## src/rtl/dcsd_pkg.sv

```systemverilog
// Shared types, constants and the digit glyph table of the counter/display block.
package dcsd_pkg;

  // Register map (index = byte address / 4)
  localparam int unsigned CfgAddrW = 3;
  localparam logic [0:0] RegDebounce = 1'b0;
  localparam logic [0:0] RegBlink    = 1'b1;

  localparam logic [7:0]  DebounceReset = 8'd100;
  localparam logic [15:0] BlinkReset    = 16'd1000;
  localparam logic [13:0] CountLimit    = 14'd9999;

  localparam int unsigned InDataW  = 8;
  localparam int unsigned OutDataW = 32;

  typedef logic [3:0] bcd_t;

  // Decimal digits of the press count, thousands first
  typedef struct packed {
    bcd_t thou;
    bcd_t hund;
    bcd_t tens;
    bcd_t ones;
  } digits_t;

  // One result beat
  typedef struct packed {
    logic [13:0] count_value;
    logic        status_led;
    logic [3:0]  digit_enable_n;
    logic [6:0]  segments;
  } result_t;

  // Seven segment pattern for one decimal digit, bit0 = segment a
  function automatic logic [6:0] glyph(input bcd_t d);
    logic [6:0] g;
    unique case (d)
      4'd0:    g = 7'h3f;
      4'd1:    g = 7'h06;
      4'd2:    g = 7'h5b;
      4'd3:    g = 7'h4f;
      4'd4:    g = 7'h66;
      4'd5:    g = 7'h6d;
      4'd6:    g = 7'h7d;
      4'd7:    g = 7'h07;
      4'd8:    g = 7'h7f;
      4'd9:    g = 7'h6f;
      default: g = 7'h00;
    endcase
    return g;
  endfunction

endpackage

```

## src/rtl/dcsd_debounce.sv

```systemverilog
// Button debouncer with a saturating press counter kept in binary and in BCD.
module dcsd_debounce (
  input  logic              clk_i,
  input  logic              rst_ni,
  input  logic              step_i,
  input  logic              level_i,
  input  logic [7:0]        debounce_samples_i,
  output logic [13:0]       count_d_o,
  output dcsd_pkg::digits_t digits_o
);
  import dcsd_pkg::*;

  logic [13:0] count_q, count_d;
  digits_t     digits_q, digits_d;
  logic        await_low_q, await_low_d;
  logic [7:0]  run_left_q, run_left_d;
  logic        wanted;
  logic        bump;

  assign wanted = ~await_low_q;

  // Run tracking and press detection
  always_comb begin
    await_low_d = await_low_q;
    run_left_d  = run_left_q;
    bump        = 1'b0;
    if (level_i != wanted) begin
      run_left_d = debounce_samples_i;
    end else if (run_left_q <= 8'd1) begin
      bump        = await_low_q && (count_q != CountLimit);
      await_low_d = ~await_low_q;
      run_left_d  = debounce_samples_i;
    end else begin
      run_left_d = run_left_q - 8'd1;
    end
  end

  // Count increment, binary and decimal in step
  always_comb begin
    count_d  = count_q;
    digits_d = digits_q;
    if (bump) begin
      count_d = count_q + 14'd1;
      if (digits_q.ones != 4'd9) begin
        digits_d.ones = digits_q.ones + 4'd1;
      end else begin
        digits_d.ones = 4'd0;
        if (digits_q.tens != 4'd9) begin
          digits_d.tens = digits_q.tens + 4'd1;
        end else begin
          digits_d.tens = 4'd0;
          if (digits_q.hund != 4'd9) begin
            digits_d.hund = digits_q.hund + 4'd1;
          end else begin
            digits_d.hund = 4'd0;
            digits_d.thou = digits_q.thou + 4'd1;
          end
        end
      end
    end
  end

  always_ff @(posedge clk_i or negedge rst_ni) begin
    if (!rst_ni) begin
      count_q     <= '0;
      digits_q    <= '0;
      await_low_q <= 1'b0;
      run_left_q  <= DebounceReset;
    end else if (step_i) begin
      count_q     <= count_d;
      digits_q    <= digits_d;
      await_low_q <= await_low_d;
      run_left_q  <= run_left_d;
    end
  end

  assign count_d_o = step_i ? count_d : count_q;
  assign digits_o  = digits_q;

endmodule

```

## src/rtl/dcsd_display.sv

```systemverilog
// Digit scan with leading-zero blanking, segment/enable latches and status LED blinker.
module dcsd_display (
  input  logic              clk_i,
  input  logic              rst_ni,
  input  logic              step_i,
  input  logic              tick_i,
  input  dcsd_pkg::digits_t digits_i,
  input  logic [15:0]       blink_reload_i,
  output logic [6:0]        segments_o,
  output logic [3:0]        digit_en_n_o,
  output logic              led_o
);
  import dcsd_pkg::*;

  logic [1:0]  pos_q;
  logic [15:0] blink_left_q, blink_left_d;
  logic        phase_q, phase_d;
  logic        led_q, led_d;
  logic [6:0]  seg_q, seg_d;
  logic [3:0]  dig_q, dig_d;
  logic        blank0, blank1, blank2;
  bcd_t        sel_digit;
  logic        sel_blank;
  logic        adv;

  assign adv = step_i & tick_i;

  // Leading-zero blanking
  assign blank0 = (digits_i.thou == 4'd0);
  assign blank1 = blank0 && (digits_i.hund == 4'd0);
  assign blank2 = blank1 && (digits_i.tens == 4'd0);

  always_comb begin
    unique case (pos_q)
      2'd0: begin sel_digit = digits_i.thou; sel_blank = blank0; end
      2'd1: begin sel_digit = digits_i.hund; sel_blank = blank1; end
      2'd2: begin sel_digit = digits_i.tens; sel_blank = blank2; end
      default: begin sel_digit = digits_i.ones; sel_blank = 1'b0; end
    endcase
  end

  // Next latch and blinker values on a tick
  always_comb begin
    blink_left_d = blink_left_q;
    phase_d      = phase_q;
    led_d        = led_q;
    seg_d        = seg_q;
    dig_d        = dig_q;
    if (adv) begin
      if (blink_left_q == 16'd0) begin
        blink_left_d = blink_reload_i - 16'd1;
        led_d        = phase_q;
        phase_d      = ~phase_q;
      end else begin
        blink_left_d = blink_left_q - 16'd1;
      end
      seg_d = sel_blank ? 7'h00 : glyph(sel_digit);
      dig_d = ~(4'b0001 << pos_q);
    end
  end

  always_ff @(posedge clk_i or negedge rst_ni) begin
    if (!rst_ni) begin
      pos_q        <= '0;
      blink_left_q <= BlinkReset;
      phase_q      <= 1'b0;
      led_q        <= 1'b0;
      seg_q        <= '0;
      dig_q        <= '0;
    end else if (adv) begin
      pos_q        <= pos_q + 2'd1;
      blink_left_q <= blink_left_d;
      phase_q      <= phase_d;
      led_q        <= led_d;
      seg_q        <= seg_d;
      dig_q        <= dig_d;
    end
  end

  assign segments_o   = seg_d;
  assign digit_en_n_o = dig_d;
  assign led_o        = led_d;

endmodule

```

## src/rtl/debounced_counter_seven_segment_display_unit.sv

```systemverilog
// Top level: config registers, debouncer, display scan and two-entry result buffer.
// Each result beat is registered into the output or skid entry as its input beat is accepted.
// Throughput: one beat per cycle unless skid full; state update is a single registered pass.
// A two-entry result buffer keeps input accepted while one result waits downstream.
// Reset (rst_ni, async, low): count, scan and latches clear, registers take 100 and 1000.
// No clearing pass; the block accepts beats as soon as reset is released.
module debounced_counter_seven_segment_display_unit (
  input  logic                               clk_i,
  input  logic                               rst_ni,
  // APB configuration
  input  logic                               psel,
  input  logic                               penable,
  input  logic                               pwrite,
  input  logic [dcsd_pkg::CfgAddrW-1:0]      paddr,
  input  logic [31:0]                        pwdata,
  output logic [31:0]                        prdata,
  output logic                               pready,
  // Input stream
  input  logic                               s_axis_tvalid,
  output logic                               s_axis_tready,
  // [0] button_level, [1] scan_tick, [7:2] zero
  input  logic [dcsd_pkg::InDataW-1:0]       s_axis_tdata,
  // Result stream
  output logic                               m_axis_tvalid,
  input  logic                               m_axis_tready,
  // [6:0] segments, [10:7] digit_enable_n, [11] status_led, [25:12] count_value, [31:26] zero
  output logic [dcsd_pkg::OutDataW-1:0]      m_axis_tdata
);
  import dcsd_pkg::*;

  logic [7:0]  debounce_q;
  logic [15:0] blink_q;
  logic        cfg_wr;
  logic [0:0]  reg_idx;
  logic        push, pop;
  logic [13:0] count_d;
  digits_t     digits;
  result_t     res;
  result_t     out_q, skid_q;
  logic        out_vld_q, skid_vld_q;

  // Configuration registers
  assign pready  = 1'b1;
  assign reg_idx = paddr[2:2];
  assign cfg_wr  = psel & penable & pwrite;

  always_ff @(posedge clk_i or negedge rst_ni) begin
    if (!rst_ni) begin
      debounce_q <= DebounceReset;
      blink_q    <= BlinkReset;
    end else if (cfg_wr) begin
      unique case (reg_idx)
        RegDebounce: debounce_q <= pwdata[7:0];
        default:     blink_q    <= pwdata[15:0];
      endcase
    end
  end

  always_comb begin
    unique case (reg_idx)
      RegDebounce: prdata = {24'd0, debounce_q};
      default:     prdata = {16'd0, blink_q};
    endcase
  end

  // Handshakes
  assign s_axis_tready = ~skid_vld_q;
  assign push          = s_axis_tvalid & s_axis_tready;
  assign pop           = m_axis_tvalid & m_axis_tready;

  dcsd_debounce u_debounce (
    .clk_i              (clk_i),
    .rst_ni             (rst_ni),
    .step_i             (push),
    .level_i            (s_axis_tdata[0]),
    .debounce_samples_i (debounce_q),
    .count_d_o          (count_d),
    .digits_o           (digits)
  );

  dcsd_display u_display (
    .clk_i          (clk_i),
    .rst_ni         (rst_ni),
    .step_i         (push),
    .tick_i         (s_axis_tdata[1]),
    .digits_i       (digits),
    .blink_reload_i (blink_q),
    .segments_o     (res.segments),
    .digit_en_n_o   (res.digit_enable_n),
    .led_o          (res.status_led)
  );

  assign res.count_value = count_d;

  // Result buffer: output register plus skid entry
  always_ff @(posedge clk_i or negedge rst_ni) begin
    if (!rst_ni) begin
      out_vld_q  <= 1'b0;
      skid_vld_q <= 1'b0;
    end else if (skid_vld_q) begin
      if (pop) begin
        skid_vld_q <= 1'b0;
      end
    end else if (push) begin
      if (out_vld_q && !pop) begin
        skid_vld_q <= 1'b1;
      end else begin
        out_vld_q <= 1'b1;
      end
    end else if (pop) begin
      out_vld_q <= 1'b0;
    end
  end

  always_ff @(posedge clk_i) begin
    if (skid_vld_q) begin
      if (pop) begin
        out_q <= skid_q;
      end
    end else if (push) begin
      if (out_vld_q && !pop) begin
        skid_q <= res;
      end else begin
        out_q <= res;
      end
    end
  end

  assign m_axis_tvalid = out_vld_q;
  assign m_axis_tdata  = {6'd0, out_q};

endmodule
```

## config.mk

```make
export PLATFORM = sky130hd
export DESIGN_NAME = debounced_counter_seven_segment_display_unit
export DESIGN_NICKNAME = d
export VERILOG_FILES = /design/src/rtl/dcsd_pkg.sv /design/src/rtl/dcsd_debounce.sv /design/src/rtl/dcsd_display.sv /design/src/rtl/debounced_counter_seven_segment_display_unit.sv
export SDC_FILE = /design/constraint.sdc
export NUM_CORES = 1
export LEC_CHECK = 0
export ABC_AREA = 1
export BUFFER_PORTS_ARGS = -buffer_cell sky130_fd_sc_hd__buf_2
export CAP_MARGIN = 20
export CORE_MARGIN = 2
export CORE_UTILIZATION = 35
export DETAILED_ROUTE_END_ITERATION = 16
export HOLD_SLACK_MARGIN = 0.1
export SLEW_MARGIN = 20
export SYNTH_ARGS = -nofsm -noshare
export SYNTH_HDL_FRONTEND = slang
export SYNTH_SLANG_ARGS = --single-unit
```

## constraint.sdc

```tcl
create_clock -name clk_i -period 3.4 [get_ports clk_i]
set_clock_uncertainty 0.05 [all_clocks]
set_input_delay 1.02 -clock clk_i [delete_from_list [all_inputs] [get_ports clk_i]]
set_output_delay 1.02 -clock clk_i [all_outputs]
set_load 0.005 [all_outputs]
```

==> run_summary.xml, run 1 <==
<?xml version="1.0" encoding="UTF-8"?>
<metrics>
  <group name="sta">
    <metric name="timing.fmax" unit="MHz">336</metric>
    <metric name="final_hold_vio_count" unit="">0</metric>
    <metric name="finalWorstPathRequiredPeriod" unit="ps">2970</metric>
    <metric name="drv_slew" unit="">0</metric>
    <metric name="rsz0062_at_grt" unit="">false</metric>
    <metric name="totalNegativeSetupSlack" unit="ps">0</metric>
    <metric name="final_worst_path_period_share" unit="%">87.5</metric>
    <metric name="setup_violations" unit="">0</metric>
    <metric name="maxSlewHeadroom" unit="%">49.3</metric>
    <metric name="worst_pin_slew" unit="ps">758</metric>
  </group>
  <group name="global_route">
    <metric name="grt_remaining_overflow" unit="">0</metric>
    <metric name="grt_pass1_wl" unit="microns">27700</metric>
    <metric name="grt_start_max_net_pins" unit="">45</metric>
    <metric name="via_count_of_the_first_global_routing_pass" unit="">5568</metric>
    <metric name="global_route.usage.total" unit="%">14.4</metric>
    <metric name="grt_antenna_before_repair" unit="">0</metric>
  </group>
  <group name="logic_synthesis">
    <metric name="synth_seq_area_share" unit="%">50.9</metric>
    <metric name="top_cell_type_by_total_area_after_synthesis" unit="">sky130_fd_sc_hd__dfrtp_1</metric>
    <metric name="netlist_instances" unit="">915</metric>
    <metric name="synth.cells.most_frequent" unit="">256 x sky130_fd_sc_hd__nand2_1, 99 x sky130_fd_sc_hd__inv_1, 78 x sky130_fd_sc_hd__dfrtp_1, 76 x sky130_fd_sc_hd__o21ai_0, 73 x sky130_fd_sc_hd__nor2_1</metric>
    <metric name="avg_inst_size_synth" unit="sq um">8.56</metric>
    <metric name="synth-async-reset-ratio" unit="%">64.9</metric>
    <metric name="synth.top_cell.area_share" unit="%">24.9</metric>
    <metric name="syn_area" unit="sq um">7840</metric>
    <metric name="ys_ff_latch" unit="">148</metric>
    <metric name="synthDistinctLibCells" unit="">49</metric>
    <metric name="ys_top_cells_by_area" unit="">sky130_fd_sc_hd__dfrtp_1 25%, sky130_fd_sc_hd__edfxtp_1 20%, sky130_fd_sc_hd__nand2_1 12%</metric>
    <metric name="synth-main-ff-cell" unit="">sky130_fd_sc_hd__dfrtp_1</metric>
    <metric name="synth.most_common_cell" unit="">sky130_fd_sc_hd__nand2_1</metric>
    <metric name="synth.yosys.warnings" unit="">0</metric>
    <metric name="number_of_enable_flip_flop_cells_after_synthesis" unit="">52</metric>
  </group>
  <group name="routing">
    <metric name="drc_errors" unit="">0</metric>
    <metric name="drt.antenna.violating_nets" unit="">0</metric>
    <metric name="num_vias" unit="">5973</metric>
    <metric name="detail_route.first_pass.iterations" unit="">5</metric>
    <metric name="avgViaCountPerCell" unit="">4.66</metric>
    <metric name="wl_per_cell" unit="microns">12.7</metric>
    <metric name="route.final.wire_length" unit="microns">16300</metric>
    <metric name="drtIter0Drc" unit="">309</metric>
  </group>
  <group name="final_layout">
    <metric name="utilization" unit="%">41.4</metric>
    <metric name="nets" unit="">1055</metric>
    <metric name="multi_input_combinational_cell_area" unit="sq um">3250</metric>
    <metric name="areaGrowthSynthToFinish" unit="%">15.5</metric>
    <metric name="n_fill_cell" unit="">2221</metric>
    <metric name="antenna-diode-count" unit="">0</metric>
    <metric name="ff_latch_area" unit="sq um">3990</metric>
    <metric name="drive_above_1_share" unit="%">17.5</metric>
  </group>
  <group name="critical_path">
    <metric name="worst-path-max-fanout" unit="">15</metric>
    <metric name="timing.setup.critical_path_class" unit="">in2out</metric>
    <metric name="endpoint_kind" unit="">output pin</metric>
    <metric name="critical_path_arrival" unit="ps">1900</metric>
    <metric name="cp.required" unit="ps">2330</metric>
    <metric name="startpoint_type" unit="">input pin</metric>
  </group>
  <group name="place">
    <metric name="routabilityCongestion" unit="">0.854</metric>
    <metric name="port_buffers" unit="">69</metric>
    <metric name="dp_hpwl" unit="microns">11800</metric>
  </group>
  <group name="clocking">
    <metric name="cts_tree" unit="">built</metric>
    <metric name="cts.repair.resized" unit="">0</metric>
    <metric name="cts.reportedPaths.clkPinSlew" unit="ps">60</metric>
    <metric name="post_cts.repair.setup_buffers" unit="">0</metric>
    <metric name="clockBufferDepth" unit="">2</metric>
    <metric name="number_of_buffers_inserted_during_clock_tree_synthesis" unit="">17</metric>
    <metric name="cts.root.buffer_cell" unit="">sky130_fd_sc_hd__clkbuf_16</metric>
    <metric name="cts-htree-levels" unit="">4</metric>
    <metric name="hold_buffers" unit="">0</metric>
    <metric name="cts_num_sinks" unit="">148</metric>
    <metric name="clk_latency" unit="ps">420</metric>
  </group>
  <group name="power_and_ir_drop">
    <metric name="total_leakage_power" unit="nW">4.45</metric>
    <metric name="vdd_drop_max" unit="uV">297</metric>
    <metric name="switchingPower" unit="mW">0.957</metric>
    <metric name="p_int" unit="mW">3.17</metric>
    <metric name="pwr-share-clk" unit="%">48.0</metric>
    <metric name="combinationalPowerShare" unit="%">4.6</metric>
    <metric name="netSwitchingFraction" unit="%">23.2</metric>
    <metric name="power.density" unit="nW/um^2">455</metric>
    <metric name="sequential_group_share_of_total_power" unit="%">47.5</metric>
  </group>
  <group name="floorplanning">
    <metric name="number_of_rows_in_the_core_area" unit="">54</metric>
    <metric name="fp.dieArea" unit="sq um">23600</metric>
    <metric name="floorplan.core_area" unit="sq um">21900</metric>
    <metric name="dieHeight" unit="microns">154</metric>
    <metric name="ios" unit="">117</metric>
    <metric name="start_util" unit="%">35.8</metric>
    <metric name="die_w" unit="microns">154</metric>
  </group>
  <group name="job">
    <metric name="max_cap_violations" unit="">0</metric>
  </group>
  <group name="run_status">
    <metric name="run_status" unit="">finished clean</metric>
  </group>
  <group name="min_path">
    <metric name="worstHoldPathType" unit="">reg2reg</metric>
  </group>
</metrics>
==> state kept, by name, summed over array words and instances (netlist names), 8 cells and up <==
name / flops
skid_q: 26
u_debounce.run_left_q: 8
blink_q: 16
debounce_q: 8
m_axis_tdata: 26
u_display.blink_left_q: 16
u_debounce.digits_o: 16
u_debounce.count_q: 14
==> routing by layer <==
metal / part of all wire, % / global-route usage, %
met1: 50 / 20.2
met2: 45 / 22.4
met3: 4.0 / 2.99
met4: 1.2 / 4.24
met5: 0 / 0
==> power groups by stage <==
stage          registers (mW)  logic, mW  clock network, mW
6_report                 1.96      0.188               1.98
5_1_grt                  1.96      0.219               2.10
4_1_cts                  1.96      0.194               2.02
3_5_place_dp             1.99      0.192                  0
3_3_place_gp             1.99      0.190                  0
2_1_floorplan            1.97      0.117                  0
==> logic make-up (layout without fill, tap and decap cells) <==
group | Yosys count | in the layout | share of synthesized area, %
fa+ha+maj | 16 | 16 | 2.55
buf+inv | 152 | 218 | 8.72
other cells | 2 | 23 | 0.0958
flops | 148 | 148 | 50.9
mux | 10 | 10 | 1.44
xor+xnor | 31 | 31 | 3.66
compound gates | 129 | 129 | 9.29
simple gates | 427 | 427 | 23.4
==> worst paths after layout <==
check | startpoint | endpoint | slack [ps] | cells past startpoint
min in group asynchronous | rst_ni | u_display.blink_left_q[11] | 560 | 1
hold reg to reg | u_display.dig_q[2] | u_display.dig_q[2] | 420 | 2
max in group asynchronous | rst_ni | u_display.pos_q[0] | 2030 | 2
setup reg to reg | skid_vld_q | m_axis_tdata[0] | 890 | 9
setup / recovery | paddr[2] | prdata[6] | 430 | 4
hold / removal | u_display.dig_q[2] | u_display.dig_q[2] | 420 | 2
==> through the flow <==
stage	cell area (sq um)	hold WS [ps]	std cells	worst slack (ps)	power, mW
3_5_place_dp	8430	414	1250	427	2.18
5_1_grt	9050	456	1282	322	4.28
4_1_cts	9050	430	1282	424	4.18
2_1_floorplan	7920	393	936	41.1	2.09
3_3_place_gp	8430	406	1250	441	2.18
6_report	9050	425	1282	425	4.12
==> cell type report <==
class	count	area share, %
flip-flops and latches	148	44.0
clock buffers	17	4.70
repair buffers	81	4.98
multi-input cells	636	35.9
inverters	105	4.35
well taps	280	3.87
clock inverters	15	2.16
==> cell usage in the layout (no fill, tap or decap), types with 3 or more instances in the layout <==
| master | Yosys | final |
|---|---|---|
| sky130_fd_sc_hd__a21oi_1 | 10 | 9 |
| sky130_fd_sc_hd__a31oi_1 | 18 | 18 |
| sky130_fd_sc_hd__buf_2 | 3 | 68 |
| sky130_fd_sc_hd__buf_4 | 25 | 12 |
| sky130_fd_sc_hd__bufinv_16 | 0 | 3 |
| sky130_fd_sc_hd__clkbuf_16 | 0 | 17 |
| sky130_fd_sc_hd__clkinv_4 | 0 | 3 |
| sky130_fd_sc_hd__conb_1 | 2 | 23 |
| sky130_fd_sc_hd__dfrtp_1 | 78 | 78 |
| sky130_fd_sc_hd__dfstp_2 | 18 | 18 |
| sky130_fd_sc_hd__edfxtp_1 | 52 | 52 |
| sky130_fd_sc_hd__ha_1 | 16 | 16 |
| sky130_fd_sc_hd__inv_1 | 99 | 99 |
| sky130_fd_sc_hd__inv_2 | 5 | 5 |
| sky130_fd_sc_hd__inv_8 | 0 | 4 |
| sky130_fd_sc_hd__mux2_2 | 10 | 10 |
| sky130_fd_sc_hd__nand2_1 | 256 | 256 |
| sky130_fd_sc_hd__nand2_2 | 3 | 3 |
| sky130_fd_sc_hd__nand3_1 | 51 | 51 |
| sky130_fd_sc_hd__nand3_2 | 3 | 3 |
| sky130_fd_sc_hd__nand3b_1 | 6 | 6 |
| sky130_fd_sc_hd__nand4_1 | 7 | 7 |
| sky130_fd_sc_hd__nor2_1 | 73 | 72 |
| sky130_fd_sc_hd__nor2_2 | 5 | 6 |
| sky130_fd_sc_hd__nor3_1 | 8 | 8 |
| sky130_fd_sc_hd__nor4_1 | 4 | 4 |
| sky130_fd_sc_hd__o21ai_0 | 76 | 76 |
| sky130_fd_sc_hd__o21ai_1 | 3 | 3 |
| sky130_fd_sc_hd__o21ai_2 | 5 | 5 |
| sky130_fd_sc_hd__o22ai_1 | 9 | 9 |
| sky130_fd_sc_hd__xnor2_1 | 4 | 4 |
| sky130_fd_sc_hd__xor2_1 | 25 | 25 |
==> worst max-delay path, cell delays in order <==
cell	delay [ps]
sky130_fd_sc_hd__buf_2	240
sky130_fd_sc_hd__inv_1	240
sky130_fd_sc_hd__o21ai_0	250
sky130_fd_sc_hd__buf_2	150
Power figures use the tool's default switching activity.
==> run 2, diff against run 1 <==
Settings changed: ABC_AREA 1 to 0.
==> run 2 against run 1 <==
Sequential power is 42% higher. Final cell count is 16% lower. Utilization is 0.060 points higher. Synthesized cell count is 24% lower. Area after synthesis is 2.3% lower. Combinational power grew to 10 times the previous value. Sequential cell count stayed put. Largest power group is now registers.
==> run_summary.xml, run 2 <==
<?xml version="1.0" encoding="UTF-8"?>
<metrics>
  <group name="run_status">
    <metric name="run_status" unit="">finished clean</metric>
  </group>
  <group name="critical_path">
    <metric name="cp_slowest_stage_delay" unit="ps">550</metric>
    <metric name="worst-path-max-fanout" unit="">6</metric>
    <metric name="critical_path_arrival" unit="ps">3360</metric>
    <metric name="endpoint_kind" unit="">register</metric>
    <metric name="crit_path_max_delay_cell_type" unit="">sky130_fd_sc_hd__dfstp_2</metric>
    <metric name="timing.setup.critical_path_class" unit="">reg2reg</metric>
    <metric name="cp.required" unit="ps">3660</metric>
    <metric name="crit_path_cell_trace" unit="">or3_1 &gt; nand2b_1 &gt; nor2_2 &gt; a21oi_1 &gt; ha_1 &gt; nand2b_1 &gt; or2_2 &gt; a311oi_1 &gt; o311ai_0 &gt; a21oi_1 &gt; o21ba_2</metric>
    <metric name="startpoint_type" unit="">register</metric>
  </group>
  <group name="logic_synthesis">
    <metric name="avg_inst_size_synth" unit="sq um">11.0</metric>
    <metric name="top_cell_type_by_total_area_after_synthesis" unit="">sky130_fd_sc_hd__dfrtp_1</metric>
    <metric name="ys_top_cells_by_area" unit="">sky130_fd_sc_hd__dfrtp_1 25%, sky130_fd_sc_hd__edfxtp_1 20%, sky130_fd_sc_hd__mux2_2 9.4%</metric>
    <metric name="syn_area" unit="sq um">7650</metric>
    <metric name="synth.cells.most_frequent" unit="">78 x sky130_fd_sc_hd__dfrtp_1, 64 x sky130_fd_sc_hd__mux2_2, 56 x sky130_fd_sc_hd__nand2_1, 56 x sky130_fd_sc_hd__o21ai_0, 52 x sky130_fd_sc_hd__edfxtp_1</metric>
    <metric name="synth.most_common_cell" unit="">sky130_fd_sc_hd__dfrtp_1</metric>
    <metric name="number_of_enable_flip_flop_cells_after_synthesis" unit="">52</metric>
    <metric name="synth.yosys.warnings" unit="">0</metric>
    <metric name="netlist_instances" unit="">695</metric>
    <metric name="synth-async-reset-ratio" unit="%">64.9</metric>
    <metric name="synthDistinctLibCells" unit="">66</metric>
    <metric name="synth.top_cell.area_share" unit="%">25.5</metric>
    <metric name="synth_seq_area_share" unit="%">52.1</metric>
    <metric name="ys_ff_latch" unit="">148</metric>
    <metric name="synth-main-ff-cell" unit="">sky130_fd_sc_hd__dfrtp_1</metric>
  </group>
  <group name="global_route">
    <metric name="grt_remaining_overflow" unit="">0</metric>
    <metric name="grt_antenna_before_repair" unit="">0</metric>
    <metric name="grt_pass1_wl" unit="microns">26000</metric>
    <metric name="global_route.usage.total" unit="%">13.6</metric>
    <metric name="grt_start_max_net_pins" unit="">43</metric>
    <metric name="via_count_of_the_first_global_routing_pass" unit="">5189</metric>
  </group>
  <group name="floorplanning">
    <metric name="fp.dieArea" unit="sq um">23100</metric>
    <metric name="number_of_rows_in_the_core_area" unit="">54</metric>
    <metric name="die_w" unit="microns">152</metric>
    <metric name="dieHeight" unit="microns">152</metric>
    <metric name="floorplan.core_area" unit="sq um">21600</metric>
    <metric name="ios" unit="">117</metric>
    <metric name="start_util" unit="%">35.4</metric>
  </group>
  <group name="place">
    <metric name="dpl.cell_count" unit="">1043</metric>
    <metric name="port_buffers" unit="">69</metric>
    <metric name="dpl_worst_slack" unit="ps">241</metric>
    <metric name="dp_hpwl" unit="microns">10900</metric>
    <metric name="routabilityCongestion" unit="">0.829</metric>
  </group>
  <group name="sta">
    <metric name="worst_slack" unit="ps">300</metric>
    <metric name="final_worst_path_period_share" unit="%">91.2</metric>
    <metric name="rsz0062_at_grt" unit="">false</metric>
    <metric name="drv_slew" unit="">0</metric>
    <metric name="totalNegativeSetupSlack" unit="ps">0</metric>
    <metric name="setup_violations" unit="">0</metric>
    <metric name="timing.fmax" unit="MHz">323</metric>
    <metric name="worst_pin_slew" unit="ps">717</metric>
    <metric name="maxSlewHeadroom" unit="%">51.7</metric>
    <metric name="final_hold_vio_count" unit="">0</metric>
    <metric name="finalWorstPathRequiredPeriod" unit="ps">3100</metric>
  </group>
  <group name="job">
    <metric name="max_cap_violations" unit="">0</metric>
  </group>
  <group name="clocking">
    <metric name="cts_num_sinks" unit="">148</metric>
    <metric name="clk_latency" unit="ps">430</metric>
    <metric name="hold_buffers" unit="">0</metric>
    <metric name="cts.repair.resized" unit="">0</metric>
    <metric name="cts_tree" unit="">built</metric>
    <metric name="number_of_buffers_inserted_during_clock_tree_synthesis" unit="">17</metric>
    <metric name="cts.root.buffer_cell" unit="">sky130_fd_sc_hd__clkbuf_16</metric>
    <metric name="cts.reportedPaths.clkPinSlew" unit="ps">70</metric>
    <metric name="post_cts.repair.setup_buffers" unit="">0</metric>
    <metric name="clockBufferDepth" unit="">2</metric>
    <metric name="cts-htree-levels" unit="">4</metric>
  </group>
  <group name="final_layout">
    <metric name="layout.cells.non_filler" unit="">1075</metric>
    <metric name="antenna-diode-count" unit="">0</metric>
    <metric name="areaGrowthSynthToFinish" unit="%">17.0</metric>
    <metric name="drive_above_1_share" unit="%">28.4</metric>
    <metric name="n_fill_cell" unit="">2093</metric>
    <metric name="multi_input_combinational_cell_area" unit="sq um">3400</metric>
    <metric name="layout_common_cells" unit="">78 x sky130_fd_sc_hd__dfrtp_1, 68 x sky130_fd_sc_hd__buf_2, 64 x sky130_fd_sc_hd__mux2_2, 56 x sky130_fd_sc_hd__nand2_1, 56 x sky130_fd_sc_hd__o21ai_0</metric>
    <metric name="most_common_cell_after_layout_fill_and_taps_aside" unit="">sky130_fd_sc_hd__dfrtp_1</metric>
    <metric name="nets" unit="">848</metric>
    <metric name="ff_latch_area" unit="sq um">3990</metric>
  </group>
  <group name="routing">
    <metric name="route.met2.wl" unit="microns">6990</metric>
    <metric name="route.final.wire_length" unit="microns">15400</metric>
    <metric name="dr.max_layer_used" unit="">met4</metric>
    <metric name="wl_met3" unit="microns">541</metric>
    <metric name="detail_route.first_pass.iterations" unit="">4</metric>
    <metric name="wl_per_cell" unit="microns">14.3</metric>
    <metric name="drtIter0Drc" unit="">308</metric>
    <metric name="wl_met1" unit="microns">7730</metric>
    <metric name="drt.antenna.violating_nets" unit="">0</metric>
    <metric name="avgViaCountPerCell" unit="">4.97</metric>
    <metric name="num_vias" unit="">5347</metric>
    <metric name="drc_errors" unit="">0</metric>
  </group>
  <group name="power_and_ir_drop">
    <metric name="pwr-share-clk" unit="%">29.3</metric>
    <metric name="power" unit="mW">6.62</metric>
    <metric name="sequential_group_share_of_total_power" unit="%">42.0</metric>
    <metric name="vdd_drop_max" unit="uV">365</metric>
    <metric name="power.density" unit="nW/um^2">739</metric>
    <metric name="total_leakage_power" unit="nW">3.75</metric>
    <metric name="switchingPower" unit="mW">2.20</metric>
    <metric name="netSwitchingFraction" unit="%">33.2</metric>
    <metric name="p_int" unit="mW">4.42</metric>
    <metric name="combinationalPowerShare" unit="%">28.6</metric>
  </group>
  <group name="min_path">
    <metric name="worstHoldPathType" unit="">reg2reg</metric>
  </group>
</metrics>
==> run 2: cell types whose count changed in the layout (fill, tap and decap cells not counted), moves of 11 or more <==
| cell | delta |
|---|---|
| sky130_fd_sc_hd__o21ai_0 | -20 |
| sky130_fd_sc_hd__mux2_2 | +54 |
| sky130_fd_sc_hd__buf_4 | +12 |
| sky130_fd_sc_hd__inv_1 | -82 |
| sky130_fd_sc_hd__xnor2_1 | +20 |
| sky130_fd_sc_hd__nor2_1 | -27 |
| sky130_fd_sc_hd__nand3_1 | -30 |
| sky130_fd_sc_hd__nand2b_1 | +11 |
| sky130_fd_sc_hd__a21oi_1 | +15 |
| sky130_fd_sc_hd__nor3_1 | +16 |
| sky130_fd_sc_hd__nand2_1 | -200 |
==> run 2: worst max-delay path, delay by kind of cell, from the launching register on <==
kind                       cells  cell delay [ps]
and+or+nand+nor                5              960
adders and majority gates      1              220
AOI/OAI and AO/OA              5             1230
DFF                            1              550
==> run 2: layout make-up <==
class / instances / share of cell area (%)
clock buffers: 17 / 4.75
repair buffers: 93 / 6.04
inverters: 19 / 0.796
well taps: 280 / 3.91
multi-input cells: 503 / 37.9
flip-flops and latches: 148 / 44.5
clock inverters: 15 / 2.07
==> run 2: metrics by stage <==
step	area, sq um	util, %	hold WS, ps
floorplan	7740	-	389
global placement	8340	38.6	400
detailed placement	8340	38.6	410
CTS	8950	41.4	422
global route	8950	41.4	449
finish	8950	41.4	415
==> run 2: cell families (layout without fill, tap and decap cells) <==
kind of cell / after synthesis / in the layout / synth area share (%)
adder cells (fa/ha/maj): 16 / 16 / 2.62
XOR/XNOR: 39 / 39 / 4.46
AO/OA/AOI/OAI: 132 / 132 / 10.8
other: 2 / 23 / 0.0981
flip-flops: 148 / 148 / 52.1
AND/OR/NAND/NOR: 222 / 222 / 15.0
buffers and inverters: 65 / 144 / 4.64
multiplexers: 71 / 71 / 10.3
==> run 2: final timing paths <==
kind,cells after the start,end,start,slack [ps]
max,11,u_display.blink_left_q[14],u_display.blink_left_q[5],300
min,2,u_display.seg_q[5],u_display.seg_q[5],420
max reg2reg,11,u_display.blink_left_q[14],u_display.blink_left_q[5],300
min reg2reg,2,u_display.seg_q[5],u_display.seg_q[5],420
max in group asynchronous,2,m_axis_tvalid,rst_ni,2060
min in group asynchronous,1,u_debounce.run_left_q[1],rst_ni,540
==> run 2: power groups by stage <==
stage               clock (mW)  combinational [mW]  sequential (mW)
global placement             0                1.88             2.80
finish                    1.94                1.89             2.78
floorplan                    0                1.34             2.74
global route              2.07                2.15             2.85
detailed placement           0                1.91             2.81
CTS                       1.99                1.92             2.78
==> run 2: layer usage <==
layer	vias up	global-route usage (%)
li1	2658	-
met1	2572	19.3
met2	108	21.0
met3	9	3.42
met4	0	3.38
met5	-	0
==> run 3, diff against run 2 <==
Settings changed: CTS_BUF_LIST from default to sky130_fd_sc_hd__clkbuf_8.
==> run 3 against run 2 <==
Clock power shrank 25%. Combinational power about the same. First-iteration DRC count rose by 10%. Largest power group unchanged. Critical path depth is 1 higher. Cell area decreased by 2.1%.
==> run_summary.xml, run 3 (same netlist as run 2, synthesis figures left out) <==
<?xml version="1.0" encoding="UTF-8"?>
<metrics>
  <group name="place">
    <metric name="port_buffers" unit="">69</metric>
    <metric name="placed_area" unit="sq um">8340</metric>
    <metric name="dp_hpwl" unit="microns">10900</metric>
    <metric name="dpl.cell_count" unit="">1043</metric>
    <metric name="routabilityCongestion" unit="">0.829</metric>
    <metric name="dpl_worst_slack" unit="ps">241</metric>
  </group>
  <group name="clocking">
    <metric name="number_of_buffers_inserted_during_clock_tree_synthesis" unit="">17</metric>
    <metric name="hold_buffers" unit="">0</metric>
    <metric name="clk_latency" unit="ps">460</metric>
    <metric name="cts_tree" unit="">built</metric>
    <metric name="post_cts.repair.setup_buffers" unit="">0</metric>
    <metric name="cts.root.buffer_cell" unit="">sky130_fd_sc_hd__clkbuf_8</metric>
    <metric name="cts.repair.resized" unit="">0</metric>
    <metric name="cts.reportedPaths.clkPinSlew" unit="ps">90</metric>
    <metric name="cts-htree-levels" unit="">4</metric>
    <metric name="clockBufferDepth" unit="">2</metric>
    <metric name="cts_num_sinks" unit="">148</metric>
  </group>
  <group name="sta">
    <metric name="totalNegativeSetupSlack" unit="ps">0</metric>
    <metric name="maxSlewHeadroom" unit="%">51.4</metric>
    <metric name="worst_slack" unit="ps">325</metric>
    <metric name="rsz0062_at_grt" unit="">false</metric>
    <metric name="final_hold_vio_count" unit="">0</metric>
    <metric name="worst_hold_slack" unit="ps">421</metric>
    <metric name="finalWorstPathRequiredPeriod" unit="ps">3080</metric>
    <metric name="drv_slew" unit="">0</metric>
    <metric name="setup_violations" unit="">0</metric>
    <metric name="timing.fmax" unit="MHz">325</metric>
    <metric name="worst_pin_slew" unit="ps">722</metric>
    <metric name="final_worst_path_period_share" unit="%">90.4</metric>
  </group>
  <group name="final_layout">
    <metric name="drive_above_1_share" unit="%">28.4</metric>
    <metric name="nets" unit="">848</metric>
    <metric name="antenna-diode-count" unit="">0</metric>
    <metric name="n_fill_cell" unit="">2109</metric>
    <metric name="layout_common_cells" unit="">78 x sky130_fd_sc_hd__dfrtp_1, 68 x sky130_fd_sc_hd__buf_2, 64 x sky130_fd_sc_hd__mux2_2, 56 x sky130_fd_sc_hd__nand2_1, 56 x sky130_fd_sc_hd__o21ai_0</metric>
    <metric name="areaGrowthSynthToFinish" unit="%">14.5</metric>
    <metric name="layout.cells.non_filler" unit="">1075</metric>
    <metric name="utilization" unit="%">40.5</metric>
    <metric name="most_common_cell_after_layout_fill_and_taps_aside" unit="">sky130_fd_sc_hd__dfrtp_1</metric>
    <metric name="final_area" unit="sq um">8760</metric>
  </group>
  <group name="critical_path">
    <metric name="timing.reg2reg.worst_path_depth" unit="">12</metric>
    <metric name="timing.setup.critical_path_class" unit="">reg2reg</metric>
    <metric name="startpoint_type" unit="">register</metric>
    <metric name="worst_r2r_endpoint" unit="">m_axis_tdata[0]</metric>
    <metric name="crit_path_max_delay_cell_type" unit="">sky130_fd_sc_hd__a222oi_1</metric>
    <metric name="crit_buf_inv" unit="">2</metric>
    <metric name="cp.required" unit="ps">3560</metric>
    <metric name="worst-path-max-fanout" unit="">7</metric>
    <metric name="crit_family" unit="">compound AO/OA/AOI/OAI gates</metric>
    <metric name="crit_path_cell_trace" unit="">inv_1 &gt; ha_1 &gt; a222oi_1 &gt; mux2i_1 &gt; inv_1 &gt; ha_1 &gt; nor2_1 &gt; nor3_1 &gt; a31oi_1 &gt; nor2_1 &gt; o21ai_0 &gt; mux2_2</metric>
    <metric name="timing.rr.start" unit="">u_display.pos_q[0]</metric>
    <metric name="r2r_setup_slack" unit="ps">320</metric>
    <metric name="endpoint_kind" unit="">register</metric>
    <metric name="cp_slowest_stage_delay" unit="ps">490</metric>
    <metric name="critical_path_arrival" unit="ps">3230</metric>
  </group>
  <group name="power_and_ir_drop">
    <metric name="power.density" unit="nW/um^2">700</metric>
    <metric name="power" unit="mW">6.13</metric>
    <metric name="vdd_drop_max" unit="uV">351</metric>
    <metric name="total_leakage_power" unit="nW">3.66</metric>
  </group>
  <group name="global_route">
    <metric name="grt_start_max_net_pins" unit="">43</metric>
    <metric name="grt.met3_usage" unit="%">3.34</metric>
    <metric name="grt_util_met2" unit="%">20.8</metric>
    <metric name="grt_antenna_before_repair" unit="">0</metric>
    <metric name="global_route.usage.total" unit="%">13.5</metric>
    <metric name="via_count_of_the_first_global_routing_pass" unit="">5131</metric>
    <metric name="global_route.usage.met1" unit="%">19.2</metric>
    <metric name="grt_pass1_wl" unit="microns">25800</metric>
    <metric name="grt_remaining_overflow" unit="">0</metric>
    <metric name="global_route.peak_usage_layer" unit="">met2</metric>
  </group>
  <group name="routing">
    <metric name="avgViaCountPerCell" unit="">5.02</metric>
    <metric name="drtIter0Drc" unit="">340</metric>
    <metric name="num_vias" unit="">5392</metric>
    <metric name="detail_route.first_pass.iterations" unit="">5</metric>
    <metric name="drt.antenna.violating_nets" unit="">0</metric>
    <metric name="drc_errors" unit="">0</metric>
    <metric name="wl_per_cell" unit="microns">14.3</metric>
    <metric name="route.final.wire_length" unit="microns">15300</metric>
  </group>
  <group name="min_path">
    <metric name="worstHoldPathType" unit="">reg2reg</metric>
    <metric name="min_to" unit="">u_display.seg_q[5]</metric>
    <metric name="hold_path_depth" unit="">2</metric>
    <metric name="timing.hold.worst.start" unit="">u_display.seg_q[5]</metric>
  </group>
  <group name="floorplanning">
    <metric name="fp.dieArea" unit="sq um">23100</metric>
    <metric name="start_util" unit="%">35.4</metric>
    <metric name="die_w" unit="microns">152</metric>
    <metric name="number_of_rows_in_the_core_area" unit="">54</metric>
    <metric name="dieHeight" unit="microns">152</metric>
    <metric name="ios" unit="">117</metric>
    <metric name="floorplan.core_area" unit="sq um">21600</metric>
  </group>
  <group name="run_status">
    <metric name="run_status" unit="">finished clean</metric>
  </group>
  <group name="job">
    <metric name="max_cap_violations" unit="">0</metric>
  </group>
</metrics>
run 3: cell types whose count changed in the layout (fill, tap and decap cells not counted):
cell / change
sky130_fd_sc_hd__clkbuf_16: -17
sky130_fd_sc_hd__clkbuf_8: +17
run 3: per-layer routing:
| metal | vias to the layer above | wire (microns) |
|---|---|---|
| li1 | 2657 | - |
| met1 | 2609 | 7670 |
| met2 | 116 | 6970 |
| met3 | 10 | 591 |
| met4 | 0 | 118 |
| met5 | - | 0 |
run 3: layout make-up:
| class | count | area [sq um] | share of cell area, % |
|---|---|---|---|
| clock buffers | 17 | 234 | 2.67 |
| clock inverters | 15 | 185 | 2.11 |
| inverters | 19 | 71.3 | 0.814 |
| multi-input cells | 503 | 3400 | 38.7 |
| flip-flops and latches | 148 | 3990 | 45.5 |
| well taps | 280 | 350 | 4.00 |
| repair buffers | 93 | 541 | 6.17 |
run 3: power by group:
part	internal, mW	switching, mW
clock network	0.686	0.776
logic	0.840	1.06
registers	2.46	0.315
total	3.99	2.15
run 3: worst max-delay path by stage:
stage	slack (ps)	cells past startpoint	to	from
CTS	310	12	m_axis_tdata[0]	u_display.pos_q[0]
global placement	260	7	m_axis_tdata[23]	s_axis_tdata[0]
finish	320	12	m_axis_tdata[0]	u_display.pos_q[0]
global route	70	12	m_axis_tdata[0]	u_display.pos_q[0]
detailed placement	240	7	m_axis_tdata[23]	s_axis_tdata[0]
floorplan	160	14	u_display.blink_left_q[14]	u_display.blink_left_q[7]
run 3: tightest hold or removal path, cell delays in order (launching register included):
cell,delay (ps)
sky130_fd_sc_hd__dfrtp_1,330
sky130_fd_sc_hd__nand2_1,50
sky130_fd_sc_hd__o21ai_0,60
